File: config.mk
export PLATFORM = sky130hd
export DESIGN_NAME = ultrasonic_echo_ranger
export DESIGN_NICKNAME = d
export VERILOG_FILES = /design/src/hw/rtl/uer_pkg.sv /design/src/hw/rtl/uer_core.sv /design/src/hw/rtl/ultrasonic_echo_ranger.sv
export SDC_FILE = /design/constraint.sdc
export NUM_CORES = 1
export LEC_CHECK = 0
export BUFFER_PORTS_ARGS = -buffer_cell sky130_fd_sc_hd__buf_2
export CORE_MARGIN = 2
export CORE_UTILIZATION = 50
export CTS_BUF_LIST = sky130_fd_sc_hd__clkbuf_4 sky130_fd_sc_hd__clkbuf_8
export DETAILED_ROUTE_END_ITERATION = 16
export PLACE_DENSITY_LB_ADDON = 0.2
export SYNTH_ARGS = -nofsm -noshare
export SYNTH_HDL_FRONTEND = slang
export SYNTH_SLANG_ARGS = --single-unit
File: constraint.sdc
create_clock -name clk -period 8.4 [get_ports clk]
set_input_delay 2.1 -clock clk [delete_from_list [all_inputs] [get_ports clk]]
set_output_delay 2.1 -clock clk [all_outputs]
set_load 0.005 [all_outputs]
File: src/hw/rtl/uer_pkg.sv
`default_nettype none
package uer_pkg;

  typedef struct packed {
    logic start_req;
    logic echo;
  } tick_t;

  typedef struct packed {
    logic        trigger;
    logic        done_res;
    logic [15:0] distance;
    logic [1:0]  status;
  } result_t;

  typedef struct packed {
    logic [15:0] timeout_ticks;
    logic [7:0]  ticks_per_cm;
    logic [15:0] no_echo_value;
    logic [7:0]  settle_ticks;
    logic [7:0]  pulse_ticks;
  } cfg_t;

  typedef enum logic [2:0] {
    PH_IDLE      = 3'd0,
    PH_SETTLE    = 3'd1,
    PH_PULSE     = 3'd2,
    PH_WAIT_RISE = 3'd3,
    PH_HIGH      = 3'd4
  } phase_t;

  localparam int CFG_IDX_W = 3;
  localparam int CFG_DATA_W = 16;

  localparam logic [CFG_IDX_W-1:0] REG_TIMEOUT  = 3'd0;
  localparam logic [CFG_IDX_W-1:0] REG_TPC      = 3'd1;
  localparam logic [CFG_IDX_W-1:0] REG_NO_ECHO  = 3'd2;
  localparam logic [CFG_IDX_W-1:0] REG_SETTLE   = 3'd3;
  localparam logic [CFG_IDX_W-1:0] REG_PULSE    = 3'd4;

  localparam logic [15:0] TIMEOUT_RST = 16'd50000;
  localparam logic [7:0]  TPC_RST     = 8'd58;
  localparam logic [15:0] NO_ECHO_RST = 16'd51;
  localparam logic [7:0]  SETTLE_RST  = 8'd2;
  localparam logic [7:0]  PULSE_RST   = 8'd10;

  localparam logic [1:0] ST_OK       = 2'd0;
  localparam logic [1:0] ST_NO_ECHO  = 2'd1;
  localparam logic [1:0] ST_TOO_LONG = 2'd2;

endpackage
`default_nettype wire

File: src/hw/rtl/uer_core.sv
`default_nettype none
module uer_core (
  input  wire logic            clk,
  input  wire logic            rst,
  input  wire logic            step,
  input  wire uer_pkg::tick_t  tick,
  input  wire uer_pkg::cfg_t   cfg,
  output uer_pkg::result_t     result
);
  import uer_pkg::*;

  phase_t      phase, phase_next;
  logic [16:0] phase_ticks, phase_ticks_next;
  logic [15:0] cm_count, cm_count_next;
  logic [7:0]  prescale_count, prescale_count_next;

  logic [16:0] ptk_inc;
  logic [16:0] hb_ptk, hc_ptk;
  logic [15:0] hb_cm, hc_cm;
  logic [7:0]  hb_psc, hc_psc_inc, hc_psc;
  logic        bump;

  always_ff @(posedge clk) begin
    if (rst) begin
      phase          <= PH_IDLE;
      phase_ticks    <= '0;
      cm_count       <= '0;
      prescale_count <= '0;
    end else if (step) begin
      phase          <= phase_next;
      phase_ticks    <= phase_ticks_next;
      cm_count       <= cm_count_next;
      prescale_count <= prescale_count_next;
    end
  end

  // one echo-high tick; a fresh rise starts from cleared counters
  always_comb begin
    hb_ptk     = (phase == PH_HIGH) ? phase_ticks : '0;
    hb_cm      = (phase == PH_HIGH) ? cm_count : '0;
    hb_psc     = (phase == PH_HIGH) ? prescale_count : '0;
    hc_ptk     = (hb_ptk != '1) ? hb_ptk + 17'd1 : hb_ptk;
    hc_psc_inc = hb_psc + 8'd1;
    bump       = (hc_psc_inc >= cfg.ticks_per_cm);
    hc_psc     = bump ? 8'd0 : hc_psc_inc;
    hc_cm      = (bump && hb_cm != '1) ? hb_cm + 16'd1 : hb_cm;
  end

  always_comb begin
    phase_next          = phase;
    phase_ticks_next    = phase_ticks;
    cm_count_next       = cm_count;
    prescale_count_next = prescale_count;
    result              = '0;
    ptk_inc             = phase_ticks + 17'd1;
    case (phase)
      PH_SETTLE: begin
        phase_ticks_next = ptk_inc;
        if (ptk_inc >= {9'd0, cfg.settle_ticks}) begin
          phase_next       = PH_PULSE;
          phase_ticks_next = '0;
        end
      end
      PH_PULSE: begin
        result.trigger   = 1'b1;
        phase_ticks_next = ptk_inc;
        if (ptk_inc >= {9'd0, cfg.pulse_ticks}) begin
          phase_next       = PH_WAIT_RISE;
          phase_ticks_next = '0;
        end
      end
      PH_WAIT_RISE, PH_HIGH: begin
        if (tick.echo) begin
          phase_next          = PH_HIGH;
          phase_ticks_next    = hc_ptk;
          cm_count_next       = hc_cm;
          prescale_count_next = hc_psc;
          if (hc_ptk > {1'b0, cfg.timeout_ticks}) begin
            result.done_res = 1'b1;
            result.distance = hc_cm;
            result.status   = ST_TOO_LONG;
            phase_next      = PH_IDLE;
          end
        end else if (phase == PH_HIGH) begin
          result.done_res = 1'b1;
          result.distance = cm_count;
          result.status   = ST_OK;
          phase_next      = PH_IDLE;
        end else begin
          phase_ticks_next = ptk_inc;
          if (ptk_inc > {1'b0, cfg.timeout_ticks}) begin
            result.done_res = 1'b1;
            result.distance = cfg.no_echo_value;
            result.status   = ST_NO_ECHO;
            phase_next      = PH_IDLE;
          end
        end
      end
      default: begin
        phase_next = PH_IDLE;
        if (tick.start_req) begin
          phase_ticks_next = '0;
          phase_next       = (cfg.settle_ticks == 8'd0) ? PH_PULSE : PH_SETTLE;
        end
      end
    endcase
  end

  no_trig_on_done: assert property (@(posedge clk) disable iff (rst)
    result.done_res |-> !result.trigger)
    else $error("trigger and done together");

  rise_from_wait: assert property (@(posedge clk) disable iff (rst)
    step && phase == PH_HIGH |=> phase == PH_HIGH || phase == PH_IDLE)
    else $error("bad exit from echo high phase");

  settle_bound: assert property (@(posedge clk) disable iff (rst)
    phase == PH_SETTLE || phase == PH_PULSE |-> phase_ticks[16:8] == '0)
    else $error("trigger phase count out of range");

endmodule
`default_nettype wire

File: src/hw/rtl/ultrasonic_echo_ranger.sv
// Each accepted tick updates the phase and counter registers once, and its
// result is registered in the result register, or in the skid while the
// result register is held. Throughput: one tick per cycle while the skid is
// empty (tick_stall low). A two-entry output buffer (result register plus
// skid) takes one more tick while the result side stalls.
// Reset: phase idle, counters zero, registers at their defaults, no result.
`default_nettype none
module ultrasonic_echo_ranger (
  input  wire logic                              clk,
  input  wire logic                              rst,
  input  wire logic                              tick_valid,
  output logic                                   tick_stall,
  input  wire uer_pkg::tick_t                    tick,
  output logic                                   res_valid,
  input  wire logic                              res_stall,
  output uer_pkg::result_t                       res,
  input  wire logic                              cfg_we,
  input  wire logic [uer_pkg::CFG_IDX_W-1:0]     cfg_index,
  input  wire logic [uer_pkg::CFG_DATA_W-1:0]    cfg_data
);
  import uer_pkg::*;

  cfg_t    cfg;
  result_t step_res;
  result_t skid;
  logic    skid_valid;
  logic    accept;
  logic    take;

  always_ff @(posedge clk) begin
    if (rst) begin
      cfg.timeout_ticks <= TIMEOUT_RST;
      cfg.ticks_per_cm  <= TPC_RST;
      cfg.no_echo_value <= NO_ECHO_RST;
      cfg.settle_ticks  <= SETTLE_RST;
      cfg.pulse_ticks   <= PULSE_RST;
    end else if (cfg_we) begin
      case (cfg_index)
        REG_TIMEOUT: cfg.timeout_ticks <= cfg_data;
        REG_TPC:     cfg.ticks_per_cm  <= cfg_data[7:0];
        REG_NO_ECHO: cfg.no_echo_value <= cfg_data;
        REG_SETTLE:  cfg.settle_ticks  <= cfg_data[7:0];
        REG_PULSE:   cfg.pulse_ticks   <= cfg_data[7:0];
        default: ;
      endcase
    end
  end

  assign tick_stall = skid_valid;
  assign accept     = tick_valid && !skid_valid;
  assign take       = res_valid && !res_stall;

  uer_core u_core (
    .clk    (clk),
    .rst    (rst),
    .step   (accept),
    .tick   (tick),
    .cfg    (cfg),
    .result (step_res)
  );

  always_ff @(posedge clk) begin
    if (rst) begin
      res_valid  <= 1'b0;
      skid_valid <= 1'b0;
    end else if (take) begin
      if (skid_valid) begin
        res        <= skid;
        skid_valid <= 1'b0;
      end else if (accept) begin
        res <= step_res;
      end else begin
        res_valid <= 1'b0;
      end
    end else if (accept) begin
      if (!res_valid) begin
        res       <= step_res;
        res_valid <= 1'b1;
      end else begin
        skid       <= step_res;
        skid_valid <= 1'b1;
      end
    end
  end

  skid_needs_res: assert property (@(posedge clk) disable iff (rst)
    skid_valid |-> res_valid)
    else $error("skid holds an item ahead of the result register");

  idle_fields_zero: assert property (@(posedge clk) disable iff (rst)
    res_valid && !res.done_res |-> res.distance == '0 && res.status == ST_OK)
    else $error("result fields set without done");

  status_code: assert property (@(posedge clk) disable iff (rst)
    res_valid && res.done_res |-> res.status != 2'd3)
    else $error("undefined status code");

  empty_after_rst: assert property (@(posedge clk)
    rst |=> !res_valid && !skid_valid)
    else $error("buffer not empty after reset");

endmodule
`default_nettype wire

# After elaboration in Yosys (flattened, before gate mapping)
# Cells that the tools add are included.
[op_classes]
mux = 36
magnitude_cmp = 5
n_bitwise = 2
addsub = 4
n_eq_ne = 17
n_reduce_logical = 24
[ops]
columns = ["op", "n"]
rows = [
  ["17-bit 2-to-1 mux", 7],
  ["20-bit 2-to-1 mux", 5],
  ["19-bit 2-to-1 mux", 5],
  ["17-bit case mux with 3 select lines", 1],
  ["17-bit by 1-bit adder with 17-bit output (second input constant)", 2],
  ["17-bit by 8-bit greater-or-equal comparator with 1-bit output", 2],
  ["17-bit by 16-bit > comparator with 1-bit output", 2],
  ["16-bit 2-to-1 mux", 2],
  ["3-bit 2-to-1 mux", 7],
  ["17-bit != test (second input constant)", 1],
  ["16-bit by 1-bit adder with 16-bit output (second input constant)", 1],
  ["8-bit 2-to-1 mux", 2],
  ["16-bit != test (second input constant)", 1],
  ["3-bit by 2-bit equality test with 1-bit output (second input constant)", 4],
  ["2-bit AND reduction", 6],
  ["4-bit AND reduction", 3],
  ["3-bit case mux with 3 select lines", 1],
  ["3-bit AND reduction", 3],
  ["8-bit by 1-bit adder with 8-bit output (second input constant)", 1],
  ["8-bit greater-or-equal comparator", 1],
  ["8-bit zero test", 1],
  ["3-bit by 1-bit equality test with 1-bit output (second input constant)", 2],
  ["3-bit equality test (second input constant)", 2],
  ["2-bit by 1-bit != test with 1-bit output (second input constant)", 3],
  ["other kinds (12)", 23],
]
[word_totals]
in_bits = 26
wordCells = 107
ff_bits = 142

# Depth between registers and ports, before layout
# Gate-level depths: netlist of the first run.
[logic_depth]
word_depth = 12
ltp_mapped = 21
ltp_nobuf = 17

# By module
# A second synthesis of the first run with hierarchy kept.
[hier_totals]
hier_cells = 1042
area_unflattened_um2 = 9223.8
[by_module_without_submodules]
columns = ["mod", "area_each_um2", "cells_each", "seq_area_each_um2", "n_inst"]
rows = [
  ["uer_core", 5376.4, 747, 880.8, 1],
  ["ultrasonic_echo_ranger", 3847.4, 295, 2362.3, 1],
]

# Worst setup path before layout of the first run
# OpenSTA, ideal clock, no wires.
[synth_timing]
path_kind = "register to register"
from = "register u_core.phase[1]"
to = "register res[13] (netlist bit) (data pin)"
arrival_ps = 4272
slack_ps = 3868
stages_incl_launch_ff = 21
setup_time_ps = 260
t_required_ps = 8140
cell_sequence = "dfxtp_1 -> clkbuf_1 -> nor3b_2 -> buf_6 -> and2_1 -> ha_1 -> nand3_1 -> nor2_1 -> nand3_1 -> buf_6 -> and3_1 -> nor3_1 -> ha_1 -> o21ai_0 -> o21bai_1 -> a2111oi_0 -> a211o_1 -> clkbuf_1 -> nand2_1 -> a221o_1 -> mux2_2"
[synth_rtl]
columns = ["item", "line", "rtl"]
rows = [
  ["start: declaration", "uer_core.sv:12", "phase_t phase, phase_next;"],
  ["start signal: assignment", "uer_core.sv:30", "phase <= phase_next;"],
  ["end signal: assignment", "ultrasonic_echo_ranger.sv:68", "res <= skid;"],
  ["end signal: assignment", "ultrasonic_echo_ranger.sv:71", "res <= step_res;"],
  ["end signal: assignment", "ultrasonic_echo_ranger.sv:77", "res <= step_res;"],
  ["end: declaration", "ultrasonic_echo_ranger.sv:16", "output uer_pkg::result_t res,"],
]

==> results of run 1 <==
layout by cell type, fill, tap and decap left out, types with 7 or more instances in the layout:
master and count:
xor2_1 18, a21oi_1 99, dfxtp_1 102, o21ai_0 39, a22oi_1 14, o211ai_1 21
nand2_1 186, edfxtp_1 40, or3_1 7, nor2b_1 7, nor2_1 90, a211oi_1 9
and2_1 9, xnor2_1 18, ha_1 60, nand4_1 20, a41oi_1 8, mux2i_1 10
o21a_1 15, clkbuf_8 18, nor4_1 14, mux2_2 7, buf_4 7, and3_1 22
nand3_1 52, a31oi_1 13, nor3_1 22, inv_1 46, buf_2 47
state kept, by name, summed over array words and instances (netlist names):
signal	count
cfg	56
skid	20
u_core.phase_ticks	17
res	20
res_valid	1
u_core.prescale_count	8
u_core.cm_count	16
tick_stall	1
u_core.phase	3
how the worst min path moves through the flow:
stage,endpoint,slack (ns)
6_report,cfg[2]$_SDFFE_PP0P_,0.46
3_3_place_gp,cfg[6]$_SDFFE_PP0P_,0.44
2_1_floorplan,cfg[25]$_SDFFE_PP0P_,0.44
4_1_cts,cfg[2]$_SDFFE_PP0P_,0.46
3_5_place_dp,cfg[2]$_SDFFE_PP0P_,0.45
5_1_grt,cfg[2]$_SDFFE_PP0P_,0.48
cell families (layout without fill, tap and decap cells):
| logic type | count (synthesis) | in the layout |
|---|---|---|
| multiplexers | 17 | 17 |
| buffers and inverters | 121 | 133 |
| XOR/XNOR | 36 | 36 |
| flip-flops | 142 | 142 |
| AND/OR/NAND/NOR | 475 | 475 |
| AO/OA/AOI/OAI | 275 | 275 |
| adder cells (fa/ha/maj) | 61 | 61 |
layer usage:
| layer | vias to the layer above | share of wire | wire, um | GRT usage |
|---|---|---|---|---|
| met2 | 351 | 0.42 | 11000 | 0.392 |
| li1 | 4072 | - | - | - |
| met3 | 43 | 0.076 | 1980 | 0.0420 |
| met5 | - | 0 | 0 | 0 |
| met4 | 0 | 0.019 | 503 | 0.0742 |
| met1 | 3964 | 0.48 | 12600 | 0.405 |
critical path: cells and delay by family, from the launching register on:
kind | cells | cell delay, ns
flops | 1 | 0.55
mux | 1 | 0.27
fa+ha+maj | 2 | 0.45
compound gates | 6 | 2.04
buf+inv | 1 | 0.33
simple gates | 7 | 1.79
final cells by class:
type / instances / area, um^2
fill: 1763 / 8240
multi-input combinational: 864 / 5370
sequential: 142 / 3240
timing repair buffer: 54 / 288
tap: 229 / 287
clock buffer: 18 / 248
inverter: 47 / 176
clock inverter: 14 / 169
through the flow:
| step | power, mW | utilization | setup WS, ns |
|---|---|---|---|
| 3_3_place_gp | 0.842 | 0.520 | 3.09 |
| 4_1_cts | 1.42 | 0.543 | 2.89 |
| 6_report | 1.42 | 0.543 | 2.73 |
| 2_1_floorplan | 0.804 | - | 3.87 |
| 5_1_grt | 1.46 | 0.543 | 2.29 |
| 3_5_place_dp | 0.844 | 0.520 | 2.88 |
cells in the mapped netlist, drive strengths merged (16+ instances only):
cell type / n / share of area
xnor2: 18 / 0.017
ha: 60 / 0.081
buf: 16 / 0.016
o21ai: 41 / 0.022
clkbuf: 58 / 0.031
dfxtp: 102 / 0.22
nand4: 23 / 0.020
nor2: 91 / 0.038
edfxtp: 40 / 0.13
nand2: 187 / 0.076
xor2: 18 / 0.017
nand3: 53 / 0.029
o211ai: 21 / 0.017
nor3: 25 / 0.015
inv: 46 / 0.019
a21oi: 99 / 0.054
and3: 23 / 0.016
power by group through the flow:
stage	combinational (mW)	sequential, mW	clock [mW]
floorplan	0.0667	0.737	0
global placement	0.100	0.742	0
detailed placement	0.102	0.742	0
CTS	0.102	0.726	0.594
global route	0.113	0.728	0.619
finish	0.104	0.726	0.586
==> reports/results.tsv, run 1 <==
metric	value	unit
Post-Synth Simple-Gate Area	0.252	
Final GP Congestion	0.934	
Pint	1.03	mW
Inserted Clock Buffers	17	
min-delay src	cfg[2]$_SDFFE_PP0P_	
Worst Setup Start Kind	register	
cell count after placement	1336	
power density of the placed cells	145	mW/mm^2
asr flop ratio synth	0	
first-pass GRT wire length	41500	um
Vias/cell	6.16	
drt drc	0	
hpwl dp	19000	um
Hold Path Class	register to register	
Clock Path Buffers	2	
Final setup viols	0	
Clock Latency Late Sink	0.46	ns
largest net degree at the start of global routing	72	
row cnt	49	
fin crit share	0.674	
placed inst area	0.00937	mm^2
synth unique cells	79	
hold path depth	2	
via count	8430	
postcts setup bufs	0	
total grt overflow	0	
Fin Setup TNS	0	ns
die area	0.0195	mm^2
share of post-route cells with drive strength above 1	0.102	
combinational power share	0.073	
max_cap viols	0	
crit path launch	u_core.phase[2]$_SDFFE_PP0P_	
CP Max Fanout	33	
part of the power in registers	0.513	
cell area after synthesis	0.00922	mm^2
ant diodes	0	
Seq/Total Area, Yosys	0.352	
CTS sink cnt	142	
Post-Synth Adder-Cell Area	0.0825	
worst slew pin tran	1.20	ns
clk slew on worst S/H paths	0.09	ns
Most used DFF post-synth	dfxtp_1	
cells on worst reg2reg path	17	
setup repair after global routing missed its margin	false	
Crit-path slowest cell	dfxtp_1	
total global-route track usage	0.267	
Synth Area in XOR/XNOR	0.0342	
slowest stage delay, CP	0.55	ns
vias in the first global route	7511	
Final Hold Viols	0	
Slew Viols, Final	0	
status	finished, final reports clean	
main combinational cell family by area after synthesis	simple AND/OR/NAND/NOR gates	
# IOs	48	
Nets	1212	
worst path arrival time	5.88	ns
CP Data Required Time	8.62	ns
reg2reg setup slack	2.73	ns
Core ar.	0.0180	mm^2
CTS tree	built	
post-CTS sizing	0	
Mapped Nets	1213	
syn_area_per_cell	8.18	um^2
H-tree depth	4	
peak supply drop	0.164	mV
Post-Layout Cell Count	1368	
net switching power	0.384	mW
Post-Route Skew	0.0158	ns
mux cell area share after synthesis	0.0194	
R2R Path Start	u_core.phase[2]$_SDFFE_PP0P_	
Tmin final	5.67	ns
reg2reg end	res[4]$_DFFE_PP_	
WL/cell	19.0	um
switch share	0.271	
Yosys warnings	0	
Hold-fix buffers, CTS	0	
max frequency	0.177	GHz
clock network fraction of design power	0.414	
die width	140	um
initial DRC count	875	
TritonRoute pass-1 iters	5	
crit end category	register	
Synth Register Bits	142	
antenna violations before repair	0	
root buffer cell	clkbuf_8	
synthesized netlist cell count	1127	
Post-DRT Antenna Nets	0	
Synth Area in Compound Gates	0.194	
CP Class	register to register	
I/O Buffers	47	
synthesis-to-finish area growth	6.11	%
P_leak	3.88	nW
Final Cell Area	0.00978	mm^2
die height	140	um
Setup crit end	res[4]$_DFFE_PP_	
Starting Density	0.512	
Slew headroom	0.194	
hold slack	0.459	ns
number of synthesized flops with an enable pin	40	
routed wire length	26000	um
worst-path cell chain	nor3b_4 > buf_4 > and2_1 > ha_1 > nand3_1 > nor2_1 > nand3_1 > and3_1 > nor3_1 > ha_1 > o21ai_0 > o21bai_1 > a2111oi_0 > a211o_1 > a21oi_1 > a221o_1 > mux2_2	
Power figures use the tool's default switching activity.
==> inputs of run 2 (changes only) <==
- ABC_AREA: default -> 1
- clock period: 8.4 -> 4.84 ns (I/O delays scaled with it)
==> run 2 against run 1 <==
Effect of this change:
- synthesized cell count increased by 20%
- register-to-register slack got worse by 2.2 ns
- total power increased by 88%
- sequential power increased by 80%
- die area increased by 0.75%
- utilization increased by 1.8 points
- critical path depth increased by 14
- worst hold slack improved by 0.012 ns
- final cell count increased by 19%
- global-route usage increased by 2.0 points
- routed wire length increased by 5.8%
- critical path type unchanged
- synthesized area increased by 0.77%
==> reports/results.tsv, run 2 <==
metric	value	unit
status	finished, final reports clean	
Post-Synth Simple-Gate Area	0.315	
worst slew pin tran	1.19	ns
slowest stage delay, CP	0.36	ns
Final Cell Area	0.0101	mm^2
filler cell count	1813	
Most used DFF post-synth	dfxtp_1	
antenna violations before repair	0	
part of the power in registers	0.490	
net switching power	0.896	mW
CTS sink cnt	142	
share of post-route cells with drive strength above 1	0.117	
max_cap viols	0	
Largest regs	cfg (56), res (20), skid (20)	
Tot Pwr	2.66	mW
most used cell, CP	nand2_1	
most frequent cells in the layout	317 x nand2_1, 181 x inv_1, 150 x nor2_1, 102 x dfxtp_1, 94 x a21oi_1	
synth cell count leaders	317 x nand2_1, 182 x inv_1, 150 x nor2_1, 102 x dfxtp_1, 95 x a21oi_1	
Seq/Total Area, Yosys	0.349	
postcts setup bufs	0	
Slew headroom	0.204	
placed inst area	0.00975	mm^2
Synth Area in XOR/XNOR	0.0215	
total global-route track usage	0.287	
setup repair after global routing missed its margin	false	
Hold Path Class	register to register	
hpwl dp	21000	um
synth unique cells	45	
combinational power share	0.155	
routed wire length	27500	um
synthesized netlist cell count	1349	
Yosys warnings	0	
area leader, netlist	dfxtp_1	
die width	140	um
Hold-fix buffers, CTS	0	
Post-Route Skew	0.0163	ns
CTS tree	built	
CP Class	register to register	
fin crit share	0.888	
die height	140	um
Tmin final	4.30	ns
root buffer cell	clkbuf_8	
asr flop ratio synth	0	
drt drc	0	
post-CTS sizing	0	
H-tree depth	4	
Inserted Clock Buffers	17	
most frequent cell after synthesis	nand2_1	
commonest non-fill, non-tap cell in the layout	nand2_1	
Starting Density	0.514	
cell area after synthesis	0.00929	mm^2
CP Data Required Time	5.09	ns
max reg flops	56	
peak supply drop	0.190	mV
# IOs	48	
main combinational cell family by area after synthesis	simple AND/OR/NAND/NOR gates	
Reg with most FFs	cfg	
syn_area_per_cell	6.89	um^2
Clock Path Buffers	2	
switch share	0.337	
Final Hold Viols	0	
post-synth top area share	0.220	
mux cell area share after synthesis	0	
vias in the first global route	8176	
row cnt	49	
I/O Buffers	47	
ant diodes	0	
Nets	1473	
Synth Area in Compound Gates	0.133	
first-pass GRT wire length	43900	um
max frequency	0.233	GHz
Post-DRT Antenna Nets	0	
clk slew on worst S/H paths	0.10	ns
Pint	1.77	mW
total grt overflow	0	
Worst Setup Start Kind	register	
via count	8971	
Synth Register Bits	142	
Vias/cell	5.51	
Clock Latency Late Sink	0.48	ns
WL/cell	16.9	um
crit end category	register	
Fin Setup TNS	0	ns
clock network fraction of design power	0.355	
number of synthesized flops with an enable pin	40	
Mapped Nets	1435	
Post-Synth Adder-Cell Area	0.0808	
Final setup viols	0	
Final GP Congestion	0.941	
initial DRC count	719	
CP Max Fanout	14	
Synth area leaders	dfxtp_1 22%, edfxtp_1 13%, nand2_1 13%	
P_leak	4.80	nW
worst path arrival time	4.55	ns
Slew Viols, Final	0	
Core ar.	0.0181	mm^2
largest net degree at the start of global routing	55	
TritonRoute pass-1 iters	6	
power density of the placed cells	263	mW/mm^2
synthesis-to-finish area growth	9.10	%
die area	0.0197	mm^2
Crit-path slowest cell	dfxtp_1	
## run 2: cell types whose count changed after synthesis, sizes merged, moves of 23 or more
cell	delta
clkbuf	-25
and3	-23
nand2	+140
inv	+142
nand4	+37
nor2	+78
o21ai	+52
## run 2: critical path: cells and delay by family, from the launching register on
family	cells	cell delay, ns
AO/OA/AOI/OAI	2	0.43
buffers and inverters	3	0.25
AND/OR/NAND/NOR	24	2.52
adder cells (fa/ha/maj)	2	0.47
flip-flops	1	0.36
## run 2: metrics by stage
step	cells	worst slack, ns	utilization	hold WS, ns
5_1_grt	1629	0.0409	0.561	0.487
4_1_cts	1629	0.343	0.560	0.467
6_report	1629	0.541	0.561	0.471
2_1_floorplan	1349	0.989	-	0.429
3_3_place_gp	1597	0.545	0.539	0.443
3_5_place_dp	1597	0.395	0.539	0.445
## run 2: layout make-up
type	instances	area [um^2]	share of cell area
multi-input cells	968	5130	0.506
flip-flops and latches	142	3240	0.320
inverters	192	721	0.0711
repair buffers	66	378	0.0373
well taps	229	287	0.0283
clock buffers	17	234	0.0231
clock inverters	15	143	0.0141
## run 2: power groups by stage
stage | logic [mW] | registers (mW) | clock network (mW)
after CTS | 0.407 | 1.30 | 0.957
after detailed placement | 0.406 | 1.33 | 0
after floorplan | 0.267 | 1.32 | 0
after global placement | 0.400 | 1.33 | 0
final | 0.412 | 1.31 | 0.945
after global routing | 0.458 | 1.31 | 1.00
## run 2: routing by layer
metal	vias to the layer above	global-route usage	routed length, um
met5	-	0	0
li1	4519	-	-
met1	4093	0.421	13300
met3	33	0.0585	2260
met2	326	0.436	11600
met4	0	0.0654	369
## run 2: path summary, 6_finish.rpt
path,from,end,slack [ns],cells past startpoint
max,u_core.phase[1]$_SDFFE_PP0P_,res[3]$_DFFE_PP_,0.54,31
min,cfg[20]$_SDFFE_PP1P_,cfg[20]$_SDFFE_PP1P_,0.47,2
max reg2reg,u_core.phase[1]$_SDFFE_PP0P_,res[3]$_DFFE_PP_,0.54,31
min reg2reg,cfg[20]$_SDFFE_PP1P_,cfg[20]$_SDFFE_PP1P_,0.47,2
## run 2: kinds of logic after synthesis
group | after synthesis
buf+inv | 239
compound gates | 226
flops | 142
xor+xnor | 22
fa+ha+maj | 60
simple gates | 660
